**config.mk**
```make
export PLATFORM = sky130hd
export DESIGN_NAME = mouse_packet_cursor_tracker
export DESIGN_NICKNAME = d
export VERILOG_FILES = /design/src/design/mpct_pkg.sv /design/src/design/mouse_packet_cursor_tracker.sv
export SDC_FILE = /design/constraint.sdc
export NUM_CORES = 1
export LEC_CHECK = 0
export ABC_AREA = 1
export BUFFER_PORTS_ARGS = -buffer_cell sky130_fd_sc_hd__buf_2
export CAP_MARGIN = 5
export CORE_MARGIN = 2
export CORE_UTILIZATION = 35
export DETAILED_ROUTE_END_ITERATION = 6
export GPL_TIMING_DRIVEN = 0
export SLEW_MARGIN = 20
export SYNTH_ARGS = -nofsm -noshare
export SYNTH_HDL_FRONTEND = slang
export SYNTH_SLANG_ARGS = --single-unit
```
**constraint.sdc**
```tcl
create_clock -name clk -period 5.6 [get_ports clk]
set_input_delay 0.28 -clock clk [delete_from_list [all_inputs] [get_ports clk]]
set_output_delay 0.28 -clock clk [all_outputs]
set_load 0.1 [all_outputs]
```
**src/design/mpct_pkg.sv**
```systemverilog
package mpct_pkg;

  // Configuration register indexes
  localparam int unsigned CFG_INDEX_BITS = 1;
  localparam int unsigned CFG_DATA_BITS  = 13;

  typedef enum logic [CFG_INDEX_BITS-1:0] {
    REG_SCREEN_WIDTH  = 1'b0,
    REG_SCREEN_HEIGHT = 1'b1
  } cfg_reg_t;

  // Reset values of the extents and the cursor
  localparam logic [CFG_DATA_BITS-1:0] SCREEN_WIDTH_RESET  = 13'd1280;
  localparam logic [CFG_DATA_BITS-1:0] SCREEN_HEIGHT_RESET = 13'd720;
  localparam logic [15:0]              POS_X_RESET         = 16'd640;
  localparam logic [15:0]              POS_Y_RESET         = 16'd360;

  // Bit positions within the flags byte
  localparam int unsigned LEFT_BIT   = 0;
  localparam int unsigned RIGHT_BIT  = 1;
  localparam int unsigned MIDDLE_BIT = 2;
  localparam int unsigned SYNC_BIT   = 3;
  localparam int unsigned XSIGN_BIT  = 4;
  localparam int unsigned YSIGN_BIT  = 5;

  // Position of the next byte within a packet
  typedef enum logic [2:0] {
    PH_FLAGS = 3'b001,
    PH_XBYTE = 3'b010,
    PH_YBYTE = 3'b100
  } phase_t;

endpackage

```
**src/design/mouse_packet_cursor_tracker.sv**
```systemverilog
// Channel   | Direction | Handshake          | Payload
// ----------+-----------+--------------------+--------------------------------------
// in_       | input     | in_valid/in_stall  | in_mouse_byte
// out_      | output    | out_valid/out_stall| out_cursor_x/y, out_delta_x/y, buttons
// cfg_      | input     | cfg_we             | cfg_index, cfg_wdata
//
// One byte can be accepted every cycle unless in_stall holds it; the result of a packet
// appears in the output register in the cycle after its third byte is accepted.
// Reset (synchronous, rst_n low) returns to the flags byte phase, restores the default
// extents and centres the cursor at (640, 360).
// A waiting result stalls only the third byte of the next packet; flags and X bytes
// are still taken while the output register is held.
module mouse_packet_cursor_tracker #(
  parameter int unsigned COORD_BITS = 12
) (
  input  logic                                clk,
  input  logic                                rst_n,
  input  logic                                in_valid,
  output logic                                in_stall,
  input  logic [7:0]                          in_mouse_byte,
  output logic                                out_valid,
  input  logic                                out_stall,
  output logic [COORD_BITS-1:0]               out_cursor_x,
  output logic [COORD_BITS-1:0]               out_cursor_y,
  output logic signed [8:0]                   out_delta_x,
  output logic signed [8:0]                   out_delta_y,
  output logic                                out_left_pressed,
  output logic                                out_right_pressed,
  output logic                                out_middle_pressed,
  input  logic                                cfg_we,
  input  logic [mpct_pkg::CFG_INDEX_BITS-1:0] cfg_index,
  input  logic [mpct_pkg::CFG_DATA_BITS-1:0]  cfg_wdata
);

  // Working width for the signed position arithmetic and extent compares
  localparam int unsigned EW = (COORD_BITS + 2 > mpct_pkg::CFG_DATA_BITS + 1) ?
                               COORD_BITS + 2 : mpct_pkg::CFG_DATA_BITS + 1;
  localparam logic [EW-1:0] MAX_EXTENT = EW'(1) << COORD_BITS;

  logic [mpct_pkg::CFG_DATA_BITS-1:0] width_r;
  logic [mpct_pkg::CFG_DATA_BITS-1:0] height_r;
  mpct_pkg::phase_t                   phase_r;
  mpct_pkg::phase_t                   phase_nxt;
  logic [7:0]                         flags_r;
  logic [7:0]                         xbyte_r;
  logic [COORD_BITS-1:0]              pos_x_r;
  logic [COORD_BITS-1:0]              pos_y_r;
  logic [COORD_BITS-1:0]              pos_x_nxt;
  logic [COORD_BITS-1:0]              pos_y_nxt;
  logic                               out_valid_r;
  logic [COORD_BITS-1:0]              cursor_x_r;
  logic [COORD_BITS-1:0]              cursor_y_r;
  logic signed [8:0]                  delta_x_r;
  logic signed [8:0]                  delta_y_r;
  logic [2:0]                         buttons_r;

  logic                               in_accept;
  logic                               packet_done;
  logic signed [8:0]                  dx;
  logic signed [8:0]                  dy;
  logic [EW-1:0]                      ext_x;
  logic [EW-1:0]                      ext_y;
  logic signed [EW-1:0]               sum_x;
  logic signed [EW-1:0]               sum_y;

  // Effective extent: zero acts as one, anything beyond the coordinate range saturates
  function automatic logic [EW-1:0] eff_extent(input logic [mpct_pkg::CFG_DATA_BITS-1:0] r);
    logic [EW-1:0] e;
    e = EW'(r);
    if (e == '0) begin
      e = EW'(1);
    end else if (e > MAX_EXTENT) begin
      e = MAX_EXTENT;
    end
    return e;
  endfunction

  // Clamp a signed coordinate into 0 .. extent-1
  function automatic logic [COORD_BITS-1:0] clamp_coord(input logic signed [EW-1:0] v,
                                                        input logic [EW-1:0] ext);
    logic [EW-1:0] c;
    if (v < 0) begin
      c = '0;
    end else if ($unsigned(v) >= ext) begin
      c = ext - EW'(1);
    end else begin
      c = $unsigned(v);
    end
    return c[COORD_BITS-1:0];
  endfunction

  // Only the byte that completes a packet needs room in the output register
  assign in_stall  = out_valid_r && out_stall && (phase_r == mpct_pkg::PH_YBYTE);
  assign in_accept = in_valid && !in_stall;

  // Phase sequencing; an unknown phase code behaves as the flags phase
  always_comb begin
    phase_nxt   = phase_r;
    packet_done = 1'b0;
    unique case (phase_r)
      mpct_pkg::PH_XBYTE: begin
        phase_nxt = mpct_pkg::PH_YBYTE;
      end
      mpct_pkg::PH_YBYTE: begin
        phase_nxt   = mpct_pkg::PH_FLAGS;
        packet_done = 1'b1;
      end
      default: begin
        if (in_mouse_byte[mpct_pkg::SYNC_BIT]) begin
          phase_nxt = mpct_pkg::PH_XBYTE;
        end
      end
    endcase
  end

  // Signed deltas and the clamped new position
  always_comb begin
    dx        = {flags_r[mpct_pkg::XSIGN_BIT], xbyte_r};
    dy        = {flags_r[mpct_pkg::YSIGN_BIT], in_mouse_byte};
    ext_x     = eff_extent(width_r);
    ext_y     = eff_extent(height_r);
    sum_x     = $signed(EW'(pos_x_r)) + EW'(dx);
    sum_y     = $signed(EW'(pos_y_r)) - EW'(dy);
    pos_x_nxt = clamp_coord(sum_x, ext_x);
    pos_y_nxt = clamp_coord(sum_y, ext_y);
  end

  // Configuration registers
  always_ff @(posedge clk) begin
    if (!rst_n) begin
      width_r  <= mpct_pkg::SCREEN_WIDTH_RESET;
      height_r <= mpct_pkg::SCREEN_HEIGHT_RESET;
    end else if (cfg_we) begin
      unique case (cfg_index)
        mpct_pkg::REG_SCREEN_WIDTH:  width_r  <= cfg_wdata;
        mpct_pkg::REG_SCREEN_HEIGHT: height_r <= cfg_wdata;
        default: ;
      endcase
    end
  end

  // Packet assembly state and cursor position
  always_ff @(posedge clk) begin
    if (!rst_n) begin
      phase_r <= mpct_pkg::PH_FLAGS;
      flags_r <= '0;
      xbyte_r <= '0;
      pos_x_r <= mpct_pkg::POS_X_RESET[COORD_BITS-1:0];
      pos_y_r <= mpct_pkg::POS_Y_RESET[COORD_BITS-1:0];
    end else if (in_accept) begin
      phase_r <= phase_nxt;
      if (phase_r == mpct_pkg::PH_XBYTE) begin
        xbyte_r <= in_mouse_byte;
      end else if (phase_r != mpct_pkg::PH_YBYTE && phase_nxt == mpct_pkg::PH_XBYTE) begin
        flags_r <= in_mouse_byte;
      end
      if (packet_done) begin
        pos_x_r <= pos_x_nxt;
        pos_y_r <= pos_y_nxt;
      end
    end
  end

  // Output register valid: set by a completed packet, cleared once the transaction is taken
  always_ff @(posedge clk) begin
    if (!rst_n) begin
      out_valid_r <= 1'b0;
    end else if (in_accept && packet_done) begin
      out_valid_r <= 1'b1;
    end else if (!out_stall) begin
      out_valid_r <= 1'b0;
    end
  end

  // Output payload
  always_ff @(posedge clk) begin
    if (in_accept && packet_done) begin
      cursor_x_r <= pos_x_nxt;
      cursor_y_r <= pos_y_nxt;
      delta_x_r  <= dx;
      delta_y_r  <= dy;
      buttons_r  <= {flags_r[mpct_pkg::MIDDLE_BIT], flags_r[mpct_pkg::RIGHT_BIT],
                     flags_r[mpct_pkg::LEFT_BIT]};
    end
  end

  assign out_valid          = out_valid_r;
  assign out_cursor_x       = cursor_x_r;
  assign out_cursor_y       = cursor_y_r;
  assign out_delta_x        = delta_x_r;
  assign out_delta_y        = delta_y_r;
  assign out_left_pressed   = buttons_r[0];
  assign out_right_pressed  = buttons_r[1];
  assign out_middle_pressed = buttons_r[2];

endmodule

```
# Yosys cells after proc, flatten, opt, wreduce, memory -nomap -nowiden
# Index checks and enable logic that the tools add are counted.
# Widths: inputs -> output; s select.
[classes]
n_addsub = 4
n_lt_le_gt_ge = 6
eq_ne = 5
mux = 13
bitwise = 2
n_reduce_logical = 13
[op_table]
columns = ["operator", "n"]
rows = [
  ["$mux 13", 4],
  ["$mux 12", 4],
  ["$ge 14x13->1", 2],
  ["$lt 14x1->1 const B", 2],
  ["$gt 13x13->1 const B", 2],
  ["$logic_not 13->1", 2],
  ["$sub 12x1->12 const B", 2],
  ["$add 13x9->14", 1],
  ["$sub 13x9->14", 1],
  ["$reduce_and 2->1", 4],
  ["$eq 3x2->1 const B", 2],
  ["$pmux 3 s2", 1],
  ["$logic_and 1x1->1", 5],
  ["$eq 3x3->1 const B", 1],
  ["$mux 1", 3],
  ["$mux 3", 1],
  ["$ne 3x3->1 const B", 1],
  ["$reduce_and 3->1", 1],
  ["$ne 2x1->1 const B", 1],
  ["$not 1->1", 2],
  ["$logic_not 1->1", 1],
]
[word_totals]
regBits = 113
input_bits = 27
output_inout_bits = 47
word_cells = 56

# Logic depth before layout (Yosys ltp)
# Gate-level depths: netlist (run 1).
[logic_depth]
word_depth = 6
ltp_mapped = 24
mapped_depth_nobuf = 24

# Worst setup path after synthesis (run 1)
# OpenSTA, ideal clock, no wires.
[synth_path]
kind = "reg2reg"
startpoint = "register pos_y_r[0]"
endpoint = "register cursor_y_r[8], in the netlist out_cursor_y[8], data pin"
setup_time_ns = 0.252
arrival_ns = 2.961
required_ns = 5.348
setup_slack_ns = 2.387
path_stages_with_launch = 21
cell_sequence = "dfxtp_1 inv_1 ha_1 fa_1 nand3b_1 nand2_1 a21oi_1 o21ai_0 nand2_1 nand2_1 a21oi_1 o21ai_0 xor2_1 ha_1 inv_1 nor2_1 nor3_4 buf_4 nand3_1 nand3_1 inv_1"
[synth_between]
elab_chain_len = 4
[synth_lines]
columns = ["element", "line", "source"]
rows = [
  ["start, declared", "mouse_packet_cursor_tracker.sv:47", "logic [COORD_BITS-1:0] pos_y_r;"],
  ["start signal, assigned", "mouse_packet_cursor_tracker.sv:149", "pos_y_r <= mpct_pkg::POS_Y_RESET[COORD_BITS-1:0];"],
  ["start signal, assigned", "mouse_packet_cursor_tracker.sv:159", "pos_y_r <= pos_y_nxt;"],
  ["$sub 13x9->14 (*)", "mouse_packet_cursor_tracker.sv:123", "sum_y = $signed(EW'(pos_y_r)) - EW'(dy);"],
  ["$ge 14x13->1", "mouse_packet_cursor_tracker.sv:84", "end else if ($unsigned(v) >= ext) begin"],
  ["$mux 12", "mouse_packet_cursor_tracker.sv:84", ""],
  ["$mux 12 (*)", "mouse_packet_cursor_tracker.sv:82", "if (v < 0) begin"],
  ["net pos_y_nxt[8]", "mouse_packet_cursor_tracker.sv:49", "logic [COORD_BITS-1:0] pos_y_nxt;"],
  ["end signal, assigned", "mouse_packet_cursor_tracker.sv:179", "cursor_y_r <= pos_y_nxt;"],
  ["end, declared", "mouse_packet_cursor_tracker.sv:52", "logic [COORD_BITS-1:0] cursor_y_r;"],
]
# Mark *: on every way through the listed nets, which the timed path passes. The rest lies on a longest branch.
# A chain may end at the register's enable or synchronous reset.

# Worst setup path after layout (run 1)
# Ends and elaborated chain as after synthesis.

==> reports/metrics.yaml, run 1 <==
outcome: "complete, no violations"
wl_per_cell_um: 13.4
first_iter_violations: 272
vias: 5690
grt_pass1_vias: 5370
slew_headroom_pct: 51.5
drive_gt1_share_pct: 15.2
power_density_mw_per_mm2: 286
totalWireLength_mm: 16.2
synth_edf_count: 45
dr.pass1.iters: 4
antenna_cells_inserted: 0
tns_ns: 0
cap_violations: 0
critPathMaxStageDelay_ns: 0.40
io_buffers: 73
hp-start: "in_mouse_byte[3]"
skew_ns: 0.00917
drc: 0
place.gp.congestion: 0.836
tightestPinTransition_ns: 0.727
hold_viol_final: 0
die_area_mm2: 0.0206
arrival_ns: 3.83
ant_nets: 0
r2r_setup_slack_ns: 1.88
finalSetupViolations: 0
netlist_area_mm2: 0.00680
cts_tree: "yes"
post-cts-setup-buffers: 0
antenna_found_initial: 0
path_cells: "inv_1 -> ha_1 -> fa_1 -> nand3b_1 -> nand2_1 -> a21oi_1 -> o21ai_0 -> nand2_1 -> nand2_1 -> a21oi_1 -> o21ai_0 -> xor2_1 -> ha_1 -> inv_1 -> nor2_1 -> nor3_4 -> buf_4 -> nand3_1 -> nand3_1 -> inv_1"
synth-seq-cells: 112
timing.fmax_ghz: 0.269
start_util_pct: 36.0
grt_usage_pct: 16.4
grt_max_degree: 55
path_class: "reg2reg"
routed_via_density: 4.69
die_x_um: 143
grt_pass1_wl_mm: 26.6
ys_seq_area_share_pct: 39.6
end_kind: "flop"
rr_endpoint: "out_cursor_y[8]"
fin_crit_sh_pct: 66.3
die_y_um: 143
area_growth_pct: 14.5
reg2reg_from: "pos_y_r[0]"
post_cts_resized: 0
clock-sinks: 112
worstPathMaxFanout: 10
overflow: 0
synth.avg_cell_area_um2: 7.86
cts_buffers: 9
htreeDepth: 3
required_ns: 5.71
report.final.slew_viol_count: 0
io_pins: 74
std_cell_rows: 50
clk_latency_ns: 0.36
rr_worst_depth: 20
slowest_stage: "fa_1"
mostFrequentLayoutCells: "166 x nand2_1, 122 x inv_1, 88 x nor2_1"
core_area_mm2: 0.0189
placed_area_mm2: 0.00749
rsz0062_at_grt: "false"
final_common_cell: "nand2_1"
ys_warn_count: 0
cts_root_buf: "clkbuf_16"
yosys.cell_types.count: 43
syn_inst: 865
cp-endpoint: "out_cursor_y[8]"
design_area_mm2: 0.00779
clk_pin_slew_worst_paths_ns: 0.07
ir_drop_mv: 0.170
async_reset_ff_share_pct: 0
layout.nets: 1032
cts.path.max_buffers: 2
dp_hpwl_mm: 12.7
leakage_nw: 3.79
crit_path_start: "pos_y_r[0]"
worstSetupStartpointType: "flop"
period_needed_ns: 3.72
ys.flop_type: "dfxtp_1"
holdCritPathClass: "in2reg"
ctsHoldBuffers: 0
synth_nets: 948
## critical path, delay by kind of cell, from the launching register on
| family | cells | cell delay, ns |
|---|---|---|
| buffers and inverters | 4 | 0.38 |
| adders and majority gates | 3 | 0.88 |
| DFF | 1 | 0.31 |
| and+or+nand+nor | 8 | 1.04 |
| xor gates and xnor gates | 1 | 0.24 |
| AOI/OAI and AO/OA | 4 | 0.63 |
## power by group
part / total (mW) / switching (mW) / leakage (nW) / internal [mW]
Combinational: 0.656 / 0.430 / 2.68 / 0.226
Clock: 0.659 / 0.308 / 0.137 / 0.351
Sequential: 0.912 / 0.0177 / 0.970 / 0.894
Total: 2.23 / 0.755 / 3.79 / 1.47
## worst min-delay path by stage
stage	end	slack, ns	cells past startpoint
floorplan	out_delta_y[0]	0.38	0
global placement	buttons_r[2]	0.42	0
detailed placement	buttons_r[1]	0.42	0
CTS	out_delta_y[3]	0.10	1
global route	out_delta_y[2]	0.11	1
finish	out_delta_y[3]	0.11	1
## per-stage QoR
| step | power [mW] | worst slack, ns | hold WS (ns) | util (%) | cells |
|---|---|---|---|---|---|
| 2_1_floorplan | 1.42 | 2.39 | 0.379 | - | 865 |
| 3_3_place_gp | 1.57 | 1.85 | 0.422 | 39.7 | 1198 |
| 3_5_place_dp | 1.58 | 1.80 | 0.421 | 39.7 | 1198 |
| 4_1_cts | 2.24 | 1.91 | 0.102 | 41.2 | 1214 |
| 5_1_grt | 2.36 | 1.65 | 0.111 | 41.2 | 1214 |
| 6_report | 2.23 | 1.88 | 0.112 | 41.2 | 1214 |
## layer usage
layer / wire length [µm] / GRT usage [%]
met1: 8550 / 24.0
met2: 6670 / 24.5
met3: 656 / 2.40
met4: 332 / 5.57
met5: 0 / 0
## cell type report
type,count,area (µm²)
fillers,1996,11100
multi-input cells,603,3510
flip-flops and latches,112,2690
inverters,127,477
repair buffers,73,365
well taps,260,325
clock buffers,12,236
plain buffers,23,129
clock inverters,4,55.1
## synth_stat cells (all sizes together) (10+ instances only)
cell    number  share of area [%]
nor2        89                4.9
a21oi       73                5.9
edfxtp      45                 20
nand2      174                 10
nand3       70                6.5
inv        125                6.9
dfxtp       67                 20
xnor2       12                1.5
ha          54                9.9
clkbuf      10               0.55
o21ai       63                4.7
xor2        20                2.6
buf         13                1.3
## logic make-up (layout without fill, tap and decap cells)
kind of cell | count (synthesis) | count (layout) | share of synthesized area [%]
AOI/OAI and AO/OA | 156 | 156 | 12.8
xor gates and xnor gates | 32 | 32 | 4.12
adders and majority gates | 56 | 56 | 10.5
buffers and inverters | 150 | 239 | 8.87
DFF | 112 | 112 | 39.6
and+or+nand+nor | 359 | 359 | 24.1
## flip-flops by register name, indices dropped and copies added (netlist names)
signal	cells
xbyte_r	8
out_delta_x	9
flags_r	5
height_r	13
width_r	13
out_delta_y	9
buttons_r	3
out_valid	1
out_cursor_y	12
out_cursor_x	12
pos_x_r	12
pos_y_r	12
phase_r	3
Note: power is estimated with default switching activity, not from simulation.
==> run 2, diff against run 1 <==
- clock period: 5.6 -> 3.82 ns (I/O delays scaled with it)
==> run 2 against run 1 <==
Effect of this change:
- clock skew down 0.00067 ns
- largest cell class unchanged
- sequential share of layout area barely moved
- combinational power up 47%
==> reports/metrics.yaml, run 2 (synthesis results as in run 1) <==
first_iter_violations: 270  # was 272
grt_usage_pct: 16.4  # unchanged
rsz0062_at_grt: "false"  # unchanged
overflow: 0  # unchanged
holdCritPathClass: "in2reg"  # unchanged
cap_violations: 0  # unchanged
area_growth_pct: 14.5  # about the same
required_ns: 3.93  # was 5.71 ns
critPathMaxStageDelay_ns: 0.40  # about the same
timing.fmax_ghz: 0.278  # was 0.269 GHz
core_area_mm2: 0.0189  # unchanged
io_pins: 74  # unchanged
ir_drop_mv: 0.249  # was 0.170 mV
r2r_setup_slack_ns: 0.22  # was 1.88 ns
clock-sinks: 112  # unchanged
totalWireLength_mm: 16.2  # about the same
outcome: "complete, no violations"  # unchanged
cts_buffers: 9  # unchanged
worstPathMaxFanout: 10  # unchanged
ctsHoldBuffers: 0  # unchanged
slowest_stage: "fa_1"  # unchanged
period_needed_ns: 3.60  # was 3.72 ns
end_kind: "flop"  # unchanged
design_area_mm2: 0.00779  # about the same
ant_nets: 0  # unchanged
placed_area_mm2: 0.00749  # unchanged
grt_pass1_wl_mm: 26.6  # unchanged
path_class: "reg2reg"  # unchanged
start_util_pct: 36.0  # unchanged
die_area_mm2: 0.0206  # unchanged
drive_gt1_share_pct: 15.3  # was 15.2%
arrival_ns: 3.71  # was 3.83 ns
grt_pass1_vias: 5370  # unchanged
antenna_cells_inserted: 0  # unchanged
power_density_mw_per_mm2: 419  # was 286 mW/mm²
cts.path.max_buffers: 2  # unchanged
io_buffers: 73  # unchanged
antenna_found_initial: 0  # unchanged
vias: 5685  # was 5,690
tightestPinTransition_ns: 0.731  # was 0.727 ns
hold_viol_final: 0  # unchanged
fin_crit_sh_pct: 94.2  # was 66.3%
layout.nets: 1032  # unchanged
htreeDepth: 3  # unchanged
leakage_nw: 3.79  # about the same
skew_ns: 0.00850  # was 0.00917 ns
routed_via_density: 4.68  # was 4.69
cts_root_buf: "clkbuf_16"  # unchanged
die_x_um: 143  # unchanged
wl_per_cell_um: 13.4  # about the same
dr.pass1.iters: 4  # unchanged
place.gp.congestion: 0.836  # unchanged
grt_max_degree: 55  # unchanged
final_common_cell: "nand2_1"  # unchanged
report.final.slew_viol_count: 0  # unchanged
path_cells: "inv_1 -> ha_1 -> fa_1 -> nand3b_1 -> nand2_1 -> a21oi_1 -> o21ai_2 -> nand2_1 -> nand2_1 -> a21oi_1 -> o21ai_0 -> xor2_1 -> ha_1 -> inv_1 -> nor2_1 -> nor3_4 -> buf_4 -> nand3_1 -> nand3_1 -> inv_1"  # was inv_1 -> ha_1 -> fa_1 -> nand3b_1 -> nand2_1 -> a21oi_1 -> o21ai_0 -> nand2_1 -> nand2_1 -> a21oi_1 -> o21ai_0 -> xor2_1 -> ha_1 -> inv_1 -> nor2_1 -> nor3_4 -> buf_4 -> nand3_1 -> nand3_1 -> inv_1
worstSetupStartpointType: "flop"  # unchanged
cts_tree: "yes"  # unchanged
die_y_um: 143  # unchanged
drc: 0  # unchanged
clk_pin_slew_worst_paths_ns: 0.07  # about the same
finalSetupViolations: 0  # unchanged
mostFrequentLayoutCells: "166 x nand2_1, 122 x inv_1, 88 x nor2_1"  # unchanged
largest_registers: "height_r: 13 flops, width_r: 13 flops"  # unchanged
dp_hpwl_mm: 12.7  # unchanged
tns_ns: 0  # unchanged
std_cell_rows: 50  # unchanged
slew_headroom_pct: 51.3  # was 51.5%
clk_latency_ns: 0.36  # about the same
run 2: changes by cell type in the layout (fill, tap and decap cells not counted):
| cell | previous run | this run |
|---|---|---|
| o21ai_2 | 1 | 2 |
| o21ai_0 | 60 | 59 |
run 2: report_power, final:
| group | total [mW] | internal [mW] | switching (mW) |
|---|---|---|---|
| clock network | 0.966 | 0.514 | 0.452 |
| registers | 1.34 | 1.31 | 0.0259 |
| logic | 0.964 | 0.332 | 0.632 |
| total | 3.27 | 2.16 | 1.11 |
run 2: routing by layer:
layer	GRT usage (%)	up-vias	share of wire, %
met5	0	-	0
met4	5.57	0	2.0
met3	2.40	18	3.8
met2	24.5	105	41
met1	24.0	2564	53
li1	-	2998	-
run 2: per-stage QoR:
| step | hold slack (ns) | util (%) | cells | setup WS (ns) | power [mW] |
|---|---|---|---|---|---|
| 2_1_floorplan | 0.290 | - | 865 | 0.607 | 2.09 |
| 3_3_place_gp | 0.390 | 39.7 | 1198 | 0.162 | 2.31 |
| 3_5_place_dp | 0.387 | 39.7 | 1198 | 0.111 | 2.32 |
| 4_1_cts | 0.0132 | 41.2 | 1214 | 0.134 | 3.29 |
| 5_1_grt | 0.0221 | 41.2 | 1214 | 0.0370 | 3.47 |
| 6_report | 0.0237 | 41.2 | 1214 | 0.221 | 3.27 |
run 2: final timing paths:
check | startpoint | end | cells past startpoint
max | pos_y_r[0] | out_cursor_y[8] | 20
max reg2reg | pos_y_r[0] | out_cursor_y[8] | 20
min reg2reg | flags_r[1] | buttons_r[1] | 0
min | in_mouse_byte[3] | out_delta_y[3] | 1
run 2: repair_timing:
item                                    in CTS  in global routing
endpoints found under the setup margin       0                 14
setup buffers                                0                  0
hold endpoints to repair                     0                  0
resized for setup                            0                  2
run 2: final cells by class:
type,count,area (µm²)
buffer,23,129
clock buffer,12,236
clock inverter,4,55.1
fill,1994,11100
inverter,127,477
multi-input combinational,603,3510
sequential,112,2690
tap,260,325
timing repair buffer,73,365
run 2: critical path: cells and delay by family, from the launching register on:
family,cells,cell delay [ns]
compound gates,4,0.53
xor+xnor,1,0.24
fa+ha+maj,3,0.88
buf+inv,4,0.38
flops,1,0.31
simple gates,8,1.01
